[src/rtl/hexrp_pkg.sv]
// ----------------------------------------------------------------------------
// hexrp_pkg: shared definitions for the hex record parser
// Record geometry, character codes and result kinds.
// ----------------------------------------------------------------------------
package hexrp_pkg;

	localparam int DATA_BYTES = 16;
	localparam int HEAD_BYTES = 4;
	localparam int POS_W      = 7;
	localparam int IDX_W      = POS_W - 1;

	localparam logic [IDX_W-1:0] IDX_TYPE   = IDX_W'(HEAD_BYTES - 1);
	localparam logic [IDX_W-1:0] IDX_HEAD   = IDX_W'(HEAD_BYTES);
	localparam logic [IDX_W-1:0] IDX_BODY   = IDX_W'(HEAD_BYTES + DATA_BYTES);

	localparam logic [7:0] CHAR_COLON = 8'h3A;
	localparam logic [7:0] CHAR_ZERO  = 8'h30;
	localparam logic [7:0] CHAR_NINE  = 8'h39;
	localparam logic [7:0] CHAR_UPA   = 8'h41;
	localparam logic [7:0] CHAR_UPZ   = 8'h5A;
	localparam logic [7:0] ALPHA_OFS  = 8'd55;
	localparam logic [7:0] DIGIT_OFS  = 8'd48;

	localparam logic [7:0] TYPE_DATA  = 8'h00;
	localparam logic [7:0] TYPE_EOF   = 8'h01;

	typedef enum logic [1:0] {
		KIND_DATA = 2'd0,
		KIND_GOOD = 2'd1,
		KIND_BAD  = 2'd2,
		KIND_EOF  = 2'd3
	} kind_t;

	function automatic logic [7:0] decode_digit(input logic [7:0] c);
		logic [7:0] d;
		d = c;
		if (c >= CHAR_UPA && c <= CHAR_UPZ) begin
			d = c - ALPHA_OFS;
		end else if (c >= CHAR_ZERO && c <= CHAR_NINE) begin
			d = c - DIGIT_OFS;
		end
		return d;
	endfunction

endpackage

[src/rtl/hex_record_parser_checksum.sv]
// ----------------------------------------------------------------------------
// hex_record_parser_checksum
// Intel HEX text parser: emits data bytes and per-record checksum status.
// ----------------------------------------------------------------------------
// Usage:
//   s_* channel takes one ASCII character per word (s_tdata).
//   m_* channel gives one result word per data byte, per record checksum
//   and at end of file: m_tuser is the kind (data, good, bad, end of file),
//   m_tdata the data byte (zero for other kinds).
//   A character is registered at acceptance and decoded in the next cycle
//   against the parser state, which loads the result register while the
//   output can advance; m_tvalid shows the result register.
//   Throughput is one character per cycle while the receiver takes results;
//   the decode and state update between the two registers are combinational.
//   When the receiver stalls, the result holds; an empty input register still
//   takes one more character, and s_tready then drops until the result drains.
//   Reset clears the parser to outside any record with no pending words.
//   After an end-of-file record all further input is taken and dropped.
// ----------------------------------------------------------------------------
module hex_record_parser_checksum (
	input  logic       clk,
	input  logic       arst_n,
	input  logic       s_tvalid,
	output logic       s_tready,
	input  logic [7:0] s_tdata,   // [7:0] ascii_char
	output logic       m_tvalid,
	input  logic       m_tready,
	output logic [7:0] m_tdata,   // [7:0] byte_value
	output logic [1:0] m_tuser    // [1:0] kind
);

	logic                        valid_s1;
	logic [7:0]                  char_s1;
	logic                        adv;

	logic [hexrp_pkg::POS_W-1:0] pos_q, pos_d;
	logic                        in_record_q, in_record_d;
	logic [3:0]                  high_digit_q, high_digit_d;
	logic [7:0]                  byte_sum_q, byte_sum_d;
	logic [7:0]                  record_type_q, record_type_d;
	logic                        finished_q, finished_d;

	logic                        out_valid_q;
	hexrp_pkg::kind_t            out_kind_q;
	logic [7:0]                  out_byte_q;

	logic                        emit;
	hexrp_pkg::kind_t            emit_kind;
	logic [7:0]                  emit_byte;
	logic [7:0]                  digit;
	logic [7:0]                  value;
	logic [hexrp_pkg::IDX_W-1:0] idx;

	assign adv      = !out_valid_q || m_tready;
	assign s_tready = !valid_s1 || adv;

	always_ff @(posedge clk or negedge arst_n) begin
		if (!arst_n) begin
			valid_s1 <= 1'b0;
		end else if (s_tready) begin
			valid_s1 <= s_tvalid;
		end
	end

	always_ff @(posedge clk) begin
		if (s_tready && s_tvalid) begin
			char_s1 <= s_tdata;
		end
	end

	assign digit = hexrp_pkg::decode_digit(char_s1);
	assign value = {high_digit_q, 4'd0} + digit;
	assign idx   = pos_q[hexrp_pkg::POS_W-1:1];

	always_comb begin
		pos_d         = pos_q;
		in_record_d   = in_record_q;
		high_digit_d  = high_digit_q;
		byte_sum_d    = byte_sum_q;
		record_type_d = record_type_q;
		finished_d    = finished_q;
		emit          = 1'b0;
		emit_kind     = hexrp_pkg::KIND_DATA;
		emit_byte     = 8'd0;
		if (valid_s1 && !finished_q) begin
			if (char_s1 == hexrp_pkg::CHAR_COLON) begin
				// restart, abandoning any open record
				in_record_d   = 1'b1;
				pos_d         = '0;
				high_digit_d  = 4'd0;
				byte_sum_d    = 8'd0;
				record_type_d = 8'd0;
			end else if (in_record_q) begin
				pos_d = pos_q + 1'b1;
				if (!pos_q[0]) begin
					high_digit_d = digit[3:0];
				end else if (idx < hexrp_pkg::IDX_BODY) begin
					byte_sum_d = byte_sum_q + value;
					if (idx == hexrp_pkg::IDX_TYPE) begin
						record_type_d = value;
						if (value == hexrp_pkg::TYPE_EOF) begin
							finished_d  = 1'b1;
							in_record_d = 1'b0;
							pos_d       = '0;
							emit        = 1'b1;
							emit_kind   = hexrp_pkg::KIND_EOF;
						end
					end else if (idx >= hexrp_pkg::IDX_HEAD &&
					             record_type_q == hexrp_pkg::TYPE_DATA) begin
						emit      = 1'b1;
						emit_kind = hexrp_pkg::KIND_DATA;
						emit_byte = value;
					end
				end else begin
					// checksum byte closes the record
					in_record_d = 1'b0;
					pos_d       = '0;
					emit        = 1'b1;
					emit_kind   = ((8'd0 - byte_sum_q) == value) ?
					              hexrp_pkg::KIND_GOOD : hexrp_pkg::KIND_BAD;
				end
			end
		end
	end

	always_ff @(posedge clk or negedge arst_n) begin
		if (!arst_n) begin
			pos_q         <= '0;
			in_record_q   <= 1'b0;
			high_digit_q  <= 4'd0;
			byte_sum_q    <= 8'd0;
			record_type_q <= 8'd0;
			finished_q    <= 1'b0;
			out_valid_q   <= 1'b0;
		end else if (adv) begin
			pos_q         <= pos_d;
			in_record_q   <= in_record_d;
			high_digit_q  <= high_digit_d;
			byte_sum_q    <= byte_sum_d;
			record_type_q <= record_type_d;
			finished_q    <= finished_d;
			out_valid_q   <= emit;
		end
	end

	always_ff @(posedge clk) begin
		if (adv) begin
			out_kind_q <= emit_kind;
			out_byte_q <= emit_byte;
		end
	end

	assign m_tvalid = out_valid_q;
	assign m_tdata  = out_byte_q;
	assign m_tuser  = out_kind_q;

`ifndef SYNTHESIS
	a_finished_sticks: assert property (@(posedge clk) disable iff (!arst_n)
		finished_q |=> finished_q)
		else $error("end-of-file flag cleared without reset");

	a_eof_sets_finished: assert property (@(posedge clk) disable iff (!arst_n)
		(m_tvalid && m_tuser == hexrp_pkg::KIND_EOF) |-> finished_q)
		else $error("end-of-file word without end-of-file state");

	a_status_zero_byte: assert property (@(posedge clk) disable iff (!arst_n)
		(m_tvalid && m_tuser != hexrp_pkg::KIND_DATA) |-> (m_tdata == 8'd0))
		else $error("status word carries a nonzero byte");

	a_data_type_zero: assert property (@(posedge clk) disable iff (!arst_n)
		(m_tvalid && m_tuser == hexrp_pkg::KIND_DATA) |->
		(record_type_q == hexrp_pkg::TYPE_DATA && in_record_q))
		else $error("data word outside a data record");
`endif

endmodule
[config.mk]
export PLATFORM = sky130hd
export DESIGN_NAME = hex_record_parser_checksum
export DESIGN_NICKNAME = d
export VERILOG_FILES = /design/src/rtl/hexrp_pkg.sv /design/src/rtl/hex_record_parser_checksum.sv
export SDC_FILE = /design/constraint.sdc
export NUM_CORES = 1
export LEC_CHECK = 0
export BUFFER_PORTS_ARGS = -buffer_cell sky130_fd_sc_hd__buf_4
export CAP_MARGIN = 10
export CORE_ASPECT_RATIO = 0.7
export CORE_MARGIN = 5
export CORE_UTILIZATION = 56
export CTS_CLUSTER_DIAMETER = 50
export CTS_CLUSTER_SIZE = 40
export DETAILED_ROUTE_END_ITERATION = 10
export GPL_ROUTABILITY_DRIVEN = 0
export PLACE_DENSITY = 0.82
export SLEW_MARGIN = 20
export SYNTH_ARGS = -nofsm -noshare
export SYNTH_HDL_FRONTEND = slang
export SYNTH_SLANG_ARGS = --single-unit
[constraint.sdc]
create_clock -name clk -period 4.6 [get_ports clk]
set_input_delay 0.23 -clock clk [delete_from_list [all_inputs] [get_ports clk]]
set_output_delay 0.23 -clock clk [all_outputs]
set_load 0.03 [all_outputs]
# [Word level (Yosys, flattened, before mapping)]
# Cells that the tools add are included.
[word_totals] ff_bits=49 latchBits=0 ramBits=0 romBits=0 input_bits=12 out_inout_bits=12 mem_count=0
[op_classes] n_addsub=6 n_mul=0 div_mod_pow=0 n_lt_le_gt_ge=6 n_eq_ne=5 shifts=0 muxes=38 bitwise=6 n_reduce_logical=23
[op_table] op="$mux 8" count=11
[op_table] op="$mux 7" count=6
[op_table] op="$add 8x8->8" count=2
[op_table] op="$sub 8x6->8 const B" count=2
[op_table] op="$mux 1" count=14
[op_table] op="$mux 4" count=3
[op_table] op="$eq 8x1->1 const B" count=1
[op_table] op="$eq 8x6->1 const B" count=1
[op_table] op="$eq 8x8->1" count=1
[op_table] op="$ge 8x6->1 const B" count=1
[op_table] op="$ge 8x7->1 const B" count=1
[op_table] op="$le 8x6->1 const B" count=1
[op_table] op="$le 8x7->1 const B" count=1
[op_table] op="$logic_not 8->1" count=1
[op_table] op="$mux 2" count=4
[op_table] op="$reduce_and 8->1" count=1
[op_table] op="$reduce_bool 2->1" count=4
[op_table] op="$sub 1x8->8 const A" count=1
[op_table] op="$add 7x1->7 const B" count=1
[op_table] op="$reduce_or 7->1" count=1
[op_table] op="$eq 6x2->1 const B" count=1
[op_table] op="$ge 6x3->1 const B" count=1
[op_table] op="$lt 6x5->1 const B" count=1
[op_table] op="$not 1->1" count=6
[op_table] op="other kinds (10)" count=17

# [Depth between registers and ports, before layout]
# Gate-level depths: netlist of run 1.
[logic_depth] ltp_word=13 ltp_mapped=19 mapped_depth_nobuf=19

# [Worst setup path before layout of run 1]
# Ideal clock, no wire load.
[synth_path] path_kind="register to register" startpoint="register char_s1[5]" endpoint="register out_kind_q[1], in the netlist m_tuser[1] (data pin)" setup_ns=0.254 arrival_ns=3.521 t_required_ns=4.346 path_slack_ns=0.825 path_stages_with_launch=16 n_path_buf=0 synth_period_minus_slack_ns=3.775 path_cell_list="edfxtp_1 inv_1 ha_1 or4b_4 o211ai_4 nor2_2 nand2_1 a21oi_1 nor2_1 ha_1 a21o_1 a21oi_1 xnor3_1 xnor2_1 a2111o_1 nor2b_1"
[synth_between] elab_chain_len=9 elab_cells_between_ends=19
[synth_lines] item="from (decl)" line="hex_record_parser_checksum.sv:33" text="logic [7:0] char_s1;"
[synth_lines] item="from (signal assigned)" line="hex_record_parser_checksum.sv:67" text="char_s1 <= s_tdata;"
[synth_lines] item="$ge 8x6->1 / $le 8x6->1 (equally long branches)" line="hexrp_pkg.sv:39" text="end else if (c >= CHAR_ZERO && c <= CHAR_NINE) begin"
[synth_lines] item="$logic_and 1x1->1" line="hexrp_pkg.sv:39"
[synth_lines] item="$mux 8" line="hexrp_pkg.sv:39"
[synth_lines] item="$mux 8" line="hexrp_pkg.sv:37" text="if (c >= CHAR_UPA && c <= CHAR_UPZ) begin"
[synth_lines] item="$add 8x8->8" line="hex_record_parser_checksum.sv:72" text="assign value = {high_digit_q, 4'd0} + digit;"
[synth_lines] item="$eq 8x1->1" line="hex_record_parser_checksum.sv:101" text="if (value == hexrp_pkg::TYPE_EOF) begin"
[synth_lines] item="$mux 2" line="hex_record_parser_checksum.sv:101"
[synth_lines] item="$mux 2" line="hex_record_parser_checksum.sv:99" text="if (idx == hexrp_pkg::IDX_TYPE) begin"
[synth_lines] item="$mux 2" line="hex_record_parser_checksum.sv:97" text="end else if (idx < hexrp_pkg::IDX_BODY) begin"
[synth_lines] item="to (signal assigned)" line="hex_record_parser_checksum.sv:148" text="out_kind_q <= emit_kind;"
[synth_lines] item="to (decl)" line="hex_record_parser_checksum.sv:44" text="hexrp_pkg::kind_t out_kind_q;"
# Several ways; a longest one is shown, not always the timed one.
# A chain may end at the register's enable or synchronous reset.

# [Worst setup path after layout of run 1]
[layout_path] startpoint="register char_s1[1]" endpoint="register out_kind_q[1], in the netlist m_tuser[1] (data pin)"
# Same word-level chain as after synthesis.

==> flow_summary_export.csv, run 1 <==
group,metric,value,unit
drt,drc_errors,0,
placement,placed_area,0.00332,sq mm
clock_tree,clkSinkCount,49,
drt,final_antenna_net_count,0,
worst_setup_path,max_stage_delay,0.56,ns
logic_synthesis,avgSynthCellArea,10.3,sq um
worst_setup_path,crit_fanout,8,
power,power_frac_seq,0.381,
logic_synthesis,synth-edff-count,18,
power,power.switching,0.597,mW
floorplanning,fp.dieH,72.2,um
sta,worst_slack,0.357,ns
global_route,grt_max_degree,32,
sta,relSlewSlack,0.537,
cells_and_area,final_util,0.647,
drt,wl,6810,um
power,p_leak,1.59,nW
global_route,antenna_found_initial,0,
sta,clock_skew,0.00776,ns
worst_setup_path,crit_buf_inv,1,
floorplanning,core,0.00529,sq mm
worst_setup_path,required,4.66,ns
drt,drtIter0Drc,223,
logic_synthesis,synthTopCellsByArea,"dfrtp_1 (25%), edfxtp_1 (17%), ha_1 (8.1%), xnor2_1 (5.1%), nand2_1 (3.9%)",
placement,dp_slack,0.422,ns
sta,tightest_slew,0.689,ns
drt,wl_per_cell,17.1,um
sta,rsz0062_at_grt,"false",
logic_synthesis,netlist_area,0.00309,sq mm
logic_synthesis,ys_seq_area_frac,0.426,
clock_tree,cts_tree,"built",
logic_synthesis,synthArstFlopShare,0.633,
logic_synthesis,synth_cells,300,
clock_tree,cts-htree-levels,2,
drt,first_pass_iters,5,
floorplanning,die_area,0.00713,sq mm
logic_synthesis,synth_cell_types,55,
clock_tree,post_cts.repair.setup_buffers,0,
logic_synthesis,ys_ff_latch,49,
worst_hold_path,hp-class,"in -> reg",
clock_tree,clkTransAtPathRegs,0.09,ns
worst_setup_path,cp-end-kind,"register",
floorplanning,initial_utilization,0.585,
global_route,grtUsageTotal,0.204,
placement,port_buffers,23,
flow_run,maxCapViolCount,0,
floorplanning,die_w,98.8,um
worst_setup_path,path_cells,"inv_1, ha_1, or4b_4, o211ai_4, nor2_2, nand2_1, a21oi_1, nor2_1, ha_1, a21o_1, a21oi_1, xnor3_1, xnor2_1, a2111o_1, nor2b_1",
power,p_int,0.964,mW
clock_tree,cts_buffers,5,
power,peakVddDrop,0.000285,V
worst_setup_path,critical_path.top_delay_family,"compound AO/OA/AOI/OAI gates",
logic_synthesis,synth.net_count,334,
cells_and_area,fill_cells,415,
sta,setup_viol,0,
logic_synthesis,synth_top_cell_by_area,"dfrtp_1",
clock_tree,cts_buffer_depth,2,
drt,num_vias,2385,
power,swShare,0.383,
cells_and_area,syn_to_final_growth,10.6,%
sta,slew_violations,0,
floorplanning,ios,24,
power,cellPowerDensity,456,mW/mm^2
cells_and_area,final_area,0.00342,sq mm
worst_setup_path,criticalPathCategory,"reg -> reg",
worst_setup_path,cpMaxStageDelayCell,"xnor3_1",
global_route,grt-ovfl-total,0,
global_route,grt_pass1_wl,11500,um
cells_and_area,nNetsFinal,358,
worst_setup_path,cp.arrival,4.31,ns
sta,final.setup.tns,0,ns
cells_and_area,final_layout_size_suffix_gt1_frac,0.138,
sta,finalHoldViolCount,0,
logic_synthesis,synth_top_area_share,0.251,
placement,dp_hpwl,5220,um
power,finalPower,1.56,mW
drt,vias_per_cell,6.01,
cells_and_area,diodes,0,
clock_tree,cts_root_buf,"clkbuf_8",
floorplanning,rows,22,
power,comb_power_share,0.456,
sta,fin_crit,4.24,ns
clock_tree,clkLatencyLatePin,0.30,ns
power,clkPwrFrac,0.163,
run_status,status,"finished, final reports clean",
logic_synthesis,ys.flop_type,"dfrtp_1",
global_route,grt_pass1_vias,2304,
worst_setup_path,crit_path_start_kind,"register",
sta,max_freq,0.236,GHz
sta,finalCritPeriodShare,0.922,
logic_synthesis,ys_warn_count,0,
## placed cells by master, fill, tap and decap left out, types with 5 or more instances in the layout
cell,synthesis,layout
a21o_1,12,12
a21oi_1,8,8
a22o_1,10,10
buf_4,1,25
clkbuf_8,0,5
dfrtp_1,31,31
edfxtp_1,18,18
ha_1,20,20
inv_1,16,16
nand2_1,32,32
nand2b_1,5,5
nand3_1,7,7
nor2_1,21,21
nor2b_1,6,6
nor3_1,7,7
o21ai_0,10,10
o31ai_1,8,8
xnor2_1,18,18
xor2_1,7,7
## path summary, 6_finish.rpt
kind / to / slack (ns) / startpoint / cells after the start
setup reg to reg: m_tuser[1]$_SDFFCE_PP0N_ / 0.36 / char_s1[1]$_DFFE_PP_ / 15
hold / removal: char_s1[5]$_DFFE_PP_ / 0.09 / s_tdata[5] / 1
setup / recovery: m_tuser[1]$_SDFFCE_PP0N_ / 0.36 / char_s1[1]$_DFFE_PP_ / 15
hold reg to reg: record_type_q[7]$_DFFE_PN0P_ / 0.48 / record_type_q[7]$_DFFE_PN0P_ / 2
max in group asynchronous: high_digit_q[0]$_DFFE_PN0P_ / 3.92 / arst_n / 2
min in group asynchronous: record_type_q[2]$_DFFE_PN0P_ / 0.39 / arst_n / 2
## logic make-up after synthesis
family	after synthesis	share of synthesized area
AOI/OAI and AO/OA	67	0.167
xor gates and xnor gates	28	0.0927
adders and majority gates	22	0.0939
buffers and inverters	25	0.0340
DFF	49	0.426
muxes	2	0.00769
and+or+nand+nor	107	0.179
## power by group through the flow
stage	sequential [mW]	combinational, mW	clock [mW]
floorplan	0.569	0.581	0
global placement	0.599	0.673	0
detailed placement	0.602	0.699	0
CTS	0.592	0.705	0.258
global route	0.606	0.790	0.278
finish	0.595	0.712	0.254
## layout make-up
| type | instances | area, sq um | area share |
|---|---|---|---|
| flip-flops and latches | 49 | 1320 | 0.385 |
| inverters | 16 | 60.1 | 0.0176 |
| multi-input cells | 226 | 1670 | 0.488 |
| repair buffers | 26 | 198 | 0.0578 |
| clock inverters | 2 | 13.8 | 0.00402 |
| well taps | 72 | 90.1 | 0.0263 |
| clock buffers | 6 | 72.6 | 0.0212 |
## state kept, by name, indices dropped and copies added (netlist names)
register	count
pos_q	7
finished_q	1
record_type_q	8
high_digit_q	4
m_tvalid	1
in_record_q	1
m_tdata	8
char_s1	8
valid_s1	1
m_tuser	2
byte_sum_q	8
## per-layer routing
layer | up-vias | share of wire | global-route usage
li1 | 1129 | - | -
met2 | 110 | 0.44 | 0.313
met5 | - | 0 | 0
met1 | 1135 | 0.47 | 0.290
met4 | 0 | 0.013 | 0.0591
met3 | 11 | 0.086 | 0.0500
## synthesized netlist by cell type (all sizes together), types with 3 or more instances
cell type  count
nor2b          6
edfxtp        18
xor2           7
nand2         32
nor2          22
nand3          7
nand2b         5
nor4           3
clkbuf         7
a21o          12
a21oi          9
o31ai          8
nand4          4
or2            3
o21ai         12
and3           3
xnor3          3
or4            4
ha            20
inv           16
xnor2         18
nor3           9
a22o          10
dfrtp         31
## worst register-to-register path, cell delays in order (launching register included)
cell and delay [ns]:
edfxtp_1 0.54, inv_1 0.13, ha_1 0.22, or4b_4 0.51
o211ai_4 0.24, nor2_2 0.12, nand2_1 0.07, a21oi_1 0.06
nor2_1 0.19, ha_1 0.28, a21o_1 0.19, a21oi_1 0.15
xnor3_1 0.56, xnor2_1 0.20, a2111o_1 0.41, nor2b_1 0.15
## stage by stage
| stage | hold slack [ns] | cells |
|---|---|---|
| 2_1_floorplan | -0.0656 | 300 |
| 3_3_place_gp | 0.187 | 388 |
| 3_5_place_dp | 0.185 | 388 |
| 4_1_cts | 0.0853 | 397 |
| 5_1_grt | 0.0778 | 397 |
| 6_report | 0.0931 | 397 |
## repair_timing
item                      CTS  global route
resized for setup           0             0
hold buffers                1             0
hold endpoints to repair   31             0
No activity file was read; power rests on OpenSTA's default activity.
==> run 2, diff against run 1 <==
--- a/config.mk
+++ b/config.mk
@@ -9,12 +9,12 @@
 export CAP_MARGIN = 10
 export CORE_ASPECT_RATIO = 0.7
 export CORE_MARGIN = 5
-export CORE_UTILIZATION = 56
+export CORE_UTILIZATION = 54
 export CTS_CLUSTER_DIAMETER = 50
 export CTS_CLUSTER_SIZE = 40
 export DETAILED_ROUTE_END_ITERATION = 10
 export GPL_ROUTABILITY_DRIVEN = 0
-export PLACE_DENSITY = 0.82
+export PLACE_DENSITY = 0.83
 export SLEW_MARGIN = 20
 export SYNTH_ARGS = -nofsm -noshare
 export SYNTH_HDL_FRONTEND = slang
==> constraint.sdc (replaced) <==
create_clock -name clk -period 3.85 [get_ports clk]
set_input_delay 0.1925 -clock clk [delete_from_list [all_inputs] [get_ports clk]]
set_output_delay 0.1925 -clock clk [all_outputs]
set_load 0.03 [all_outputs]
==> run 2 against run 1 <==
Routed wire length grew 8.6%. Sequential share of layout area decreased by 2.5 points. Clock skew grew 0.0026 ns. Critical path type unchanged. Critical endpoint is now byte_sum_q[7]$_DFFE_PN0P_. Highest routed layer unchanged.
==> flow_summary_export.csv, run 2 (synthesis gave the netlist of run 1 again) <==
group,metric,value,unit
cells_and_area,fill_cells,437,
worst_hold_path,hp-class,"in -> reg",
worst_setup_path,cp-end-kind,"register",
placement,placed_cells,406,
run_status,status,"finished, final reports clean",
clock_tree,cts_buffers,5,
worst_setup_path,criticalPathCategory,"reg -> reg",
global_route,grtUsageTotal,0.207,
floorplanning,die_w,100,um
cells_and_area,finalNonFillerCells,418,
worst_setup_path,crit_fanout,4,
clock_tree,cts_tree,"built",
sta,slew_violations,0,
sta,clock_skew,0.0104,ns
floorplanning,core,0.00564,sq mm
floorplanning,initial_utilization,0.548,
drt,final_antenna_net_count,0,
worst_setup_path,cp.arrival,3.97,ns
floorplanning,fp.dieH,73.3,um
global_route,grt_pass1_vias,2329,
sta,max_freq,0.266,GHz
drt,wl,7390,um
drt,drtIter0Drc,244,
drt,num_vias,2520,
power,p_leak,1.70,nW
cells_and_area,nNetsFinal,376,
clock_tree,cts_root_buf,"clkbuf_8",
clock_tree,clkSinkCount,49,
floorplanning,die_area,0.00736,sq mm
global_route,grt_pass1_wl,11800,um
cells_and_area,layout_commonest_cell,"buf_4",
cells_and_area,final_area,0.00366,sq mm
flow_run,maxCapViolCount,0,
placement,placed_area,0.00344,sq mm
cells_and_area,final_util,0.649,
worst_setup_path,regToRegSetupSlack,0.09,ns
cells_and_area,final_layout_size_suffix_gt1_frac,0.233,
drt,first_pass_iters,5,
cells_and_area,syn_to_final_growth,18.4,%
clock_tree,cts_buffer_depth,2,
cells_and_area,diodes,0,
drt,vias_per_cell,6.03,
worst_setup_path,required,4.06,ns
floorplanning,ios,24,
drt,wl_per_cell,17.7,um
worst_setup_path,crit_path_start_kind,"register",
placement,dp_hpwl,5390,um
floorplanning,rows,23,
clock_tree,clkLatencyLatePin,0.31,ns
cells_and_area,most-common-layout-cells,"buf_4 (42), dfrtp_1 (31), nand2_1 (30)",
power,cellPowerDensity,558,mW/mm^2
global_route,grt_max_degree,32,
sta,setup_viol,0,
global_route,antenna_found_initial,0,
clock_tree,clkTransAtPathRegs,0.09,ns
sta,finalHoldViolCount,0,
drt,drc_errors,0,
power,peakVddDrop,0.000386,V
sta,finalCritPeriodShare,0.975,
global_route,grt-ovfl-total,0,
sta,tightest_slew,0.660,ns
placement,port_buffers,23,
sta,fin_crit,3.76,ns
sta,relSlewSlack,0.557,
clock_tree,cts-htree-levels,2,
==> run 2: changes by cell type in the layout (fill, tap and decap cells not counted), moves of 2 or more <==
cell	delta
buf_4	+17
nand2_2	+2
ha_2	+3
inv_1	-2
nand2_1	-2
ha_1	-4
inv_2	+2
==> run 2: final cells by class <==
class                   count  area, sq um  share of cell area
repair buffers             44          337              0.0920
flip-flops and latches     49         1320               0.360
clock inverters             3         20.0             0.00547
clock buffers               5         68.8              0.0188
multi-input cells         226         1760               0.482
well taps                  75         93.8              0.0256
inverters                  16         60.1              0.0164
==> run 2: metal layers <==
layer	wire length, um	track usage	up-vias
li1	-	-	1168
met1	3350	0.313	1212
met2	3260	0.314	125
met3	662	0.0351	15
met4	119	0.0493	0
met5	0	0	-
==> run 2: timing repair <==
item                                    in CTS  in global routing
hold endpoints to repair                    31                  0
gates resized for setup                      2                 19
cloned                                       0                  0
endpoints found under the setup margin       2                 10
pin swaps                                    1                  4
hold buffers                                 1                  0
setup buffers                                0                  3
==> run 2: through the flow <==
stage          setup TNS, ns  hold WS [ns]  power (mW)  worst slack [ns]
2_1_floorplan              0        -0.103        1.37            0.0754
3_3_place_gp               0         0.151        1.57             0.183
3_5_place_dp               0         0.152        1.61            0.0549
4_1_cts                    0        0.0441        1.94            0.0450
5_1_grt              -0.0508        0.0397        2.16           -0.0448
6_report                   0        0.0529        2.04            0.0944
==> run 2: where the power goes <==
| part | internal [mW] | switching [mW] | total [mW] |
|---|---|---|---|
| clock network | 0.130 | 0.186 | 0.315 |
| registers | 0.610 | 0.0942 | 0.705 |
| logic | 0.497 | 0.525 | 1.02 |
| total | 1.24 | 0.805 | 2.04 |
==> run 2: critical path, stage by stage (launching register included) <==
cell and delay (ns):
edfxtp_1 0.44, ha_2 0.22, or4b_4 0.50, o211ai_4 0.21, nor2_4 0.07, nand2_1 0.07, nand2_1 0.07, xnor2_1 0.12
ha_2 0.19, fa_2 0.39, xor2_4 0.23, ha_1 0.34, nor2_1 0.06, nor2_1 0.14, o41ai_2 0.10, xnor2_1 0.15
a21o_1 0.19, a21o_1 0.16
==> run 2: worst paths after layout <==
kind                                         from                      endpoint  depth (start not counted)
max in group asynchronous                  arst_n     byte_sum_q[1]$_DFFE_PN0P_                          2
min in group asynchronous                  arst_n  record_type_q[6]$_DFFE_PN0P_                          2
hold / removal                         s_tdata[3]          char_s1[3]$_DFFE_PP_                          1
setup reg to reg             char_s1[0]$_DFFE_PP_     byte_sum_q[7]$_DFFE_PN0P_                         17
hold reg to reg            finished_q$_DFFE_PN0P_        finished_q$_DFFE_PN0P_                          1
setup / recovery             char_s1[0]$_DFFE_PP_     byte_sum_q[7]$_DFFE_PN0P_                         17
==> run 3, diff against run 2 <==
--- a/config.mk
+++ b/config.mk
@@ -7,14 +7,14 @@
 export LEC_CHECK = 0
 export BUFFER_PORTS_ARGS = -buffer_cell sky130_fd_sc_hd__buf_4
 export CAP_MARGIN = 10
-export CORE_ASPECT_RATIO = 0.7
+export CORE_ASPECT_RATIO = 1.5
 export CORE_MARGIN = 5
-export CORE_UTILIZATION = 54
+export CORE_UTILIZATION = 34
 export CTS_CLUSTER_DIAMETER = 50
 export CTS_CLUSTER_SIZE = 40
 export DETAILED_ROUTE_END_ITERATION = 10
 export GPL_ROUTABILITY_DRIVEN = 0
-export PLACE_DENSITY = 0.83
+export PLACE_DENSITY = 0.59
 export SLEW_MARGIN = 20
 export SYNTH_ARGS = -nofsm -noshare
 export SYNTH_HDL_FRONTEND = slang
==> run 3 against run 2 <==
Via count decreased by 4.7%. Critical path depth is 1 lower. Combinational power increased by 6%. Sequential share of layout area decreased by 1.2 points. Global-route usage decreased by 6.9 points. Core utilization shrank 22 points. Fmax increased by 0.99%. Sequential power is essentially flat. Total power up 9.8%.
==> flow_summary_export.csv, run 3 (synthesis gave the netlist of run 1 again) <==
group,metric,value,unit
cells_and_area,syn_to_final_growth,22.5,%
drt,first_pass_iters,4,
worst_setup_path,criticalPathCategory,"reg -> reg",
worst_hold_path,hp-start,"s_tdata[2]",
sta,rsz0062_at_grt,"true",
sta,slew_violations,0,
power,power.switching,0.834,mW
worst_setup_path,r2r-start,"char_s1[0]$_DFFE_PP_",
worst_hold_path,hp-class,"in -> reg",
global_route,grt-ovfl-total,0,
worst_hold_path,hold_path_end,"char_s1[2]$_DFFE_PP_",
clock_tree,cts_tree,"built",
clock_tree,cts_buffer_depth,2,
floorplanning,rows,42,
clock_tree,cts_root_buf,"clkbuf_16",
global_route,grt_pass1_wl,12000,um
global_route,grtUsageTotal,0.138,
worst_setup_path,required,4.04,ns
drt,wl,7320,um
floorplanning,die_area,0.0111,sq mm
clock_tree,cts_buffers,5,
global_route,antenna_found_initial,0,
sta,clock_skew,0.00476,ns
clock_tree,cts-htree-levels,2,
worst_setup_path,crit_fanout,4,
clock_tree,clkSinkCount,49,
drt,num_vias,2402,
flow_run,maxCapViolCount,0,
sta,holdWs,0.0672,ns
drt,final_antenna_net_count,0,
global_route,grt_pass1_vias,2496,
cells_and_area,layout_commonest_cell,"buf_4",
drt,vias_per_cell,5.27,
sta,tightest_slew,0.706,ns
sta,fin_crit,3.72,ns
worst_setup_path,cp.arrival,3.91,ns
drt,drtIter0Drc,81,
power,comb_power_share,0.480,
global_route,grt_max_degree,32,
drt,drc_errors,0,
power,cellPowerDensity,592,mW/mm^2
sta,finalHoldViolCount,0,
sta,max_freq,0.269,GHz
power,peakVddDrop,0.000292,V
power,swShare,0.372,
clock_tree,clkTransAtPathRegs,0.07,ns
cells_and_area,fill_cells,859,
worst_setup_path,cp-end-kind,"register",
floorplanning,initial_utilization,0.348,
placement,port_buffers,23,
cells_and_area,nNetsFinal,379,
worst_setup_path,regToRegSetupSlack,0.13,ns
cells_and_area,diodes,0,
cells_and_area,final_layout_size_suffix_gt1_frac,0.228,
worst_setup_path,crit_path_start_kind,"register",
power,power_frac_seq,0.313,
drt,wl_per_cell,16.1,um
cells_and_area,most-common-layout-cells,"buf_4 (46), nand2_1 (31), dfrtp_1 (31)",
power,p_leak,1.73,nW
floorplanning,ios,24,
worst_setup_path,r2r-end,"byte_sum_q[7]$_DFFE_PN0P_",
placement,dp_slack,-0.0593,ns
cells_and_area,final_util,0.426,
sta,finalCritPeriodShare,0.966,
power,clkPwrFrac,0.206,
sta,setup_viol,0,
floorplanning,die_w,87.9,um
clock_tree,clkLatencyLatePin,0.30,ns
run_status,status,"finished, final reports clean",
floorplanning,core,0.00888,sq mm
floorplanning,fp.dieH,127,um
worst_setup_path,rr_worst_depth,16,
worst_hold_path,whs_path_depth,1,
placement,dp_hpwl,5720,um
power,p_int,1.41,mW
sta,worst_slack,0.131,ns
sta,relSlewSlack,0.526,
-- run 3: repair_timing --
| action | CTS | global route |
|---|---|---|
| setup endpoints to repair | 2 | 11 |
| hold buffers | 1 | 0 |
| hold endpoints to repair | 31 | 0 |
| buffers inserted | 0 | 3 |
| pin swaps | 0 | 7 |
| resized for setup | 1 | 16 |
-- run 3: power by group through the flow --
stage,combinational [mW],sequential (mW),clock [mW]
2_1_floorplan,0.694,0.680,0
3_3_place_gp,0.899,0.708,0
3_5_place_dp,0.920,0.709,0
4_1_cts,0.934,0.700,0.472
5_1_grt,1.18,0.713,0.498
6_report,1.08,0.702,0.462
-- run 3: layer usage --
metal,up-vias,track usage,routed length [um]
li1,1175,-,-
met1,1165,0.154,2900
met2,44,0.249,3920
met3,18,0.0247,237
met4,0,0.0596,257
met5,-,0,0
-- run 3: critical path: stages (launching register included) --
cell and delay, ns:
edfxtp_1 0.39, ha_1 0.23, or4b_4 0.50, o211ai_4 0.19, nor2_2 0.10, nand2_1 0.09
nand2_1 0.07, xnor2_1 0.13, ha_2 0.19, fa_2 0.68, ha_4 0.25, nor3_4 0.17
nor2_2 0.07, o41ai_2 0.05, xnor2_1 0.15, a21o_1 0.19, a21o_1 0.16
-- run 3: how the worst max path moves through the flow --
| stage | cells past startpoint | slack [ns] | endpoint | start |
|---|---|---|---|---|
| after floorplan | 15 | 0.08 | m_tuser[1]$_SDFFCE_PP0N_ | char_s1[5]$_DFFE_PP_ |
| after global placement | 17 | 0.05 | byte_sum_q[7]$_DFFE_PN0P_ | char_s1[0]$_DFFE_PP_ |
| after detailed placement | 18 | -0.06 | byte_sum_q[7]$_DFFE_PN0P_ | char_s1[4]$_DFFE_PP_ |
| after CTS | 15 | 0.04 | m_tuser[1]$_SDFFCE_PP0N_ | char_s1[4]$_DFFE_PP_ |
| after global routing | 17 | -0.03 | m_tuser[1]$_SDFFCE_PP0N_ | char_s1[0]$_DFFE_PP_ |
| final | 16 | 0.13 | byte_sum_q[7]$_DFFE_PN0P_ | char_s1[0]$_DFFE_PP_ |
-- run 3: per-stage QoR --
stage               setup TNS (ns)  instances  area [sq um]  power, mW
finish                           0        456          3790       2.24
global route               -0.0765        456          3790       2.39
floorplan                        0        300          3090       1.37
detailed placement         -0.0817        444          3510       1.63
CTS                              0        453          3680       2.11
global placement                 0        444          3510       1.61
-- run 3: cell type report --
type,count,area [sq um],area share
Multi-Input combinational cell,226,1770,0.466
Sequential cell,49,1320,0.348
Timing Repair Buffer,47,355,0.0938
Tap cell,110,138,0.0363
Clock buffer,5,125,0.0330
Inverter,16,60.1,0.0159
Clock inverter,3,26.3,0.00694
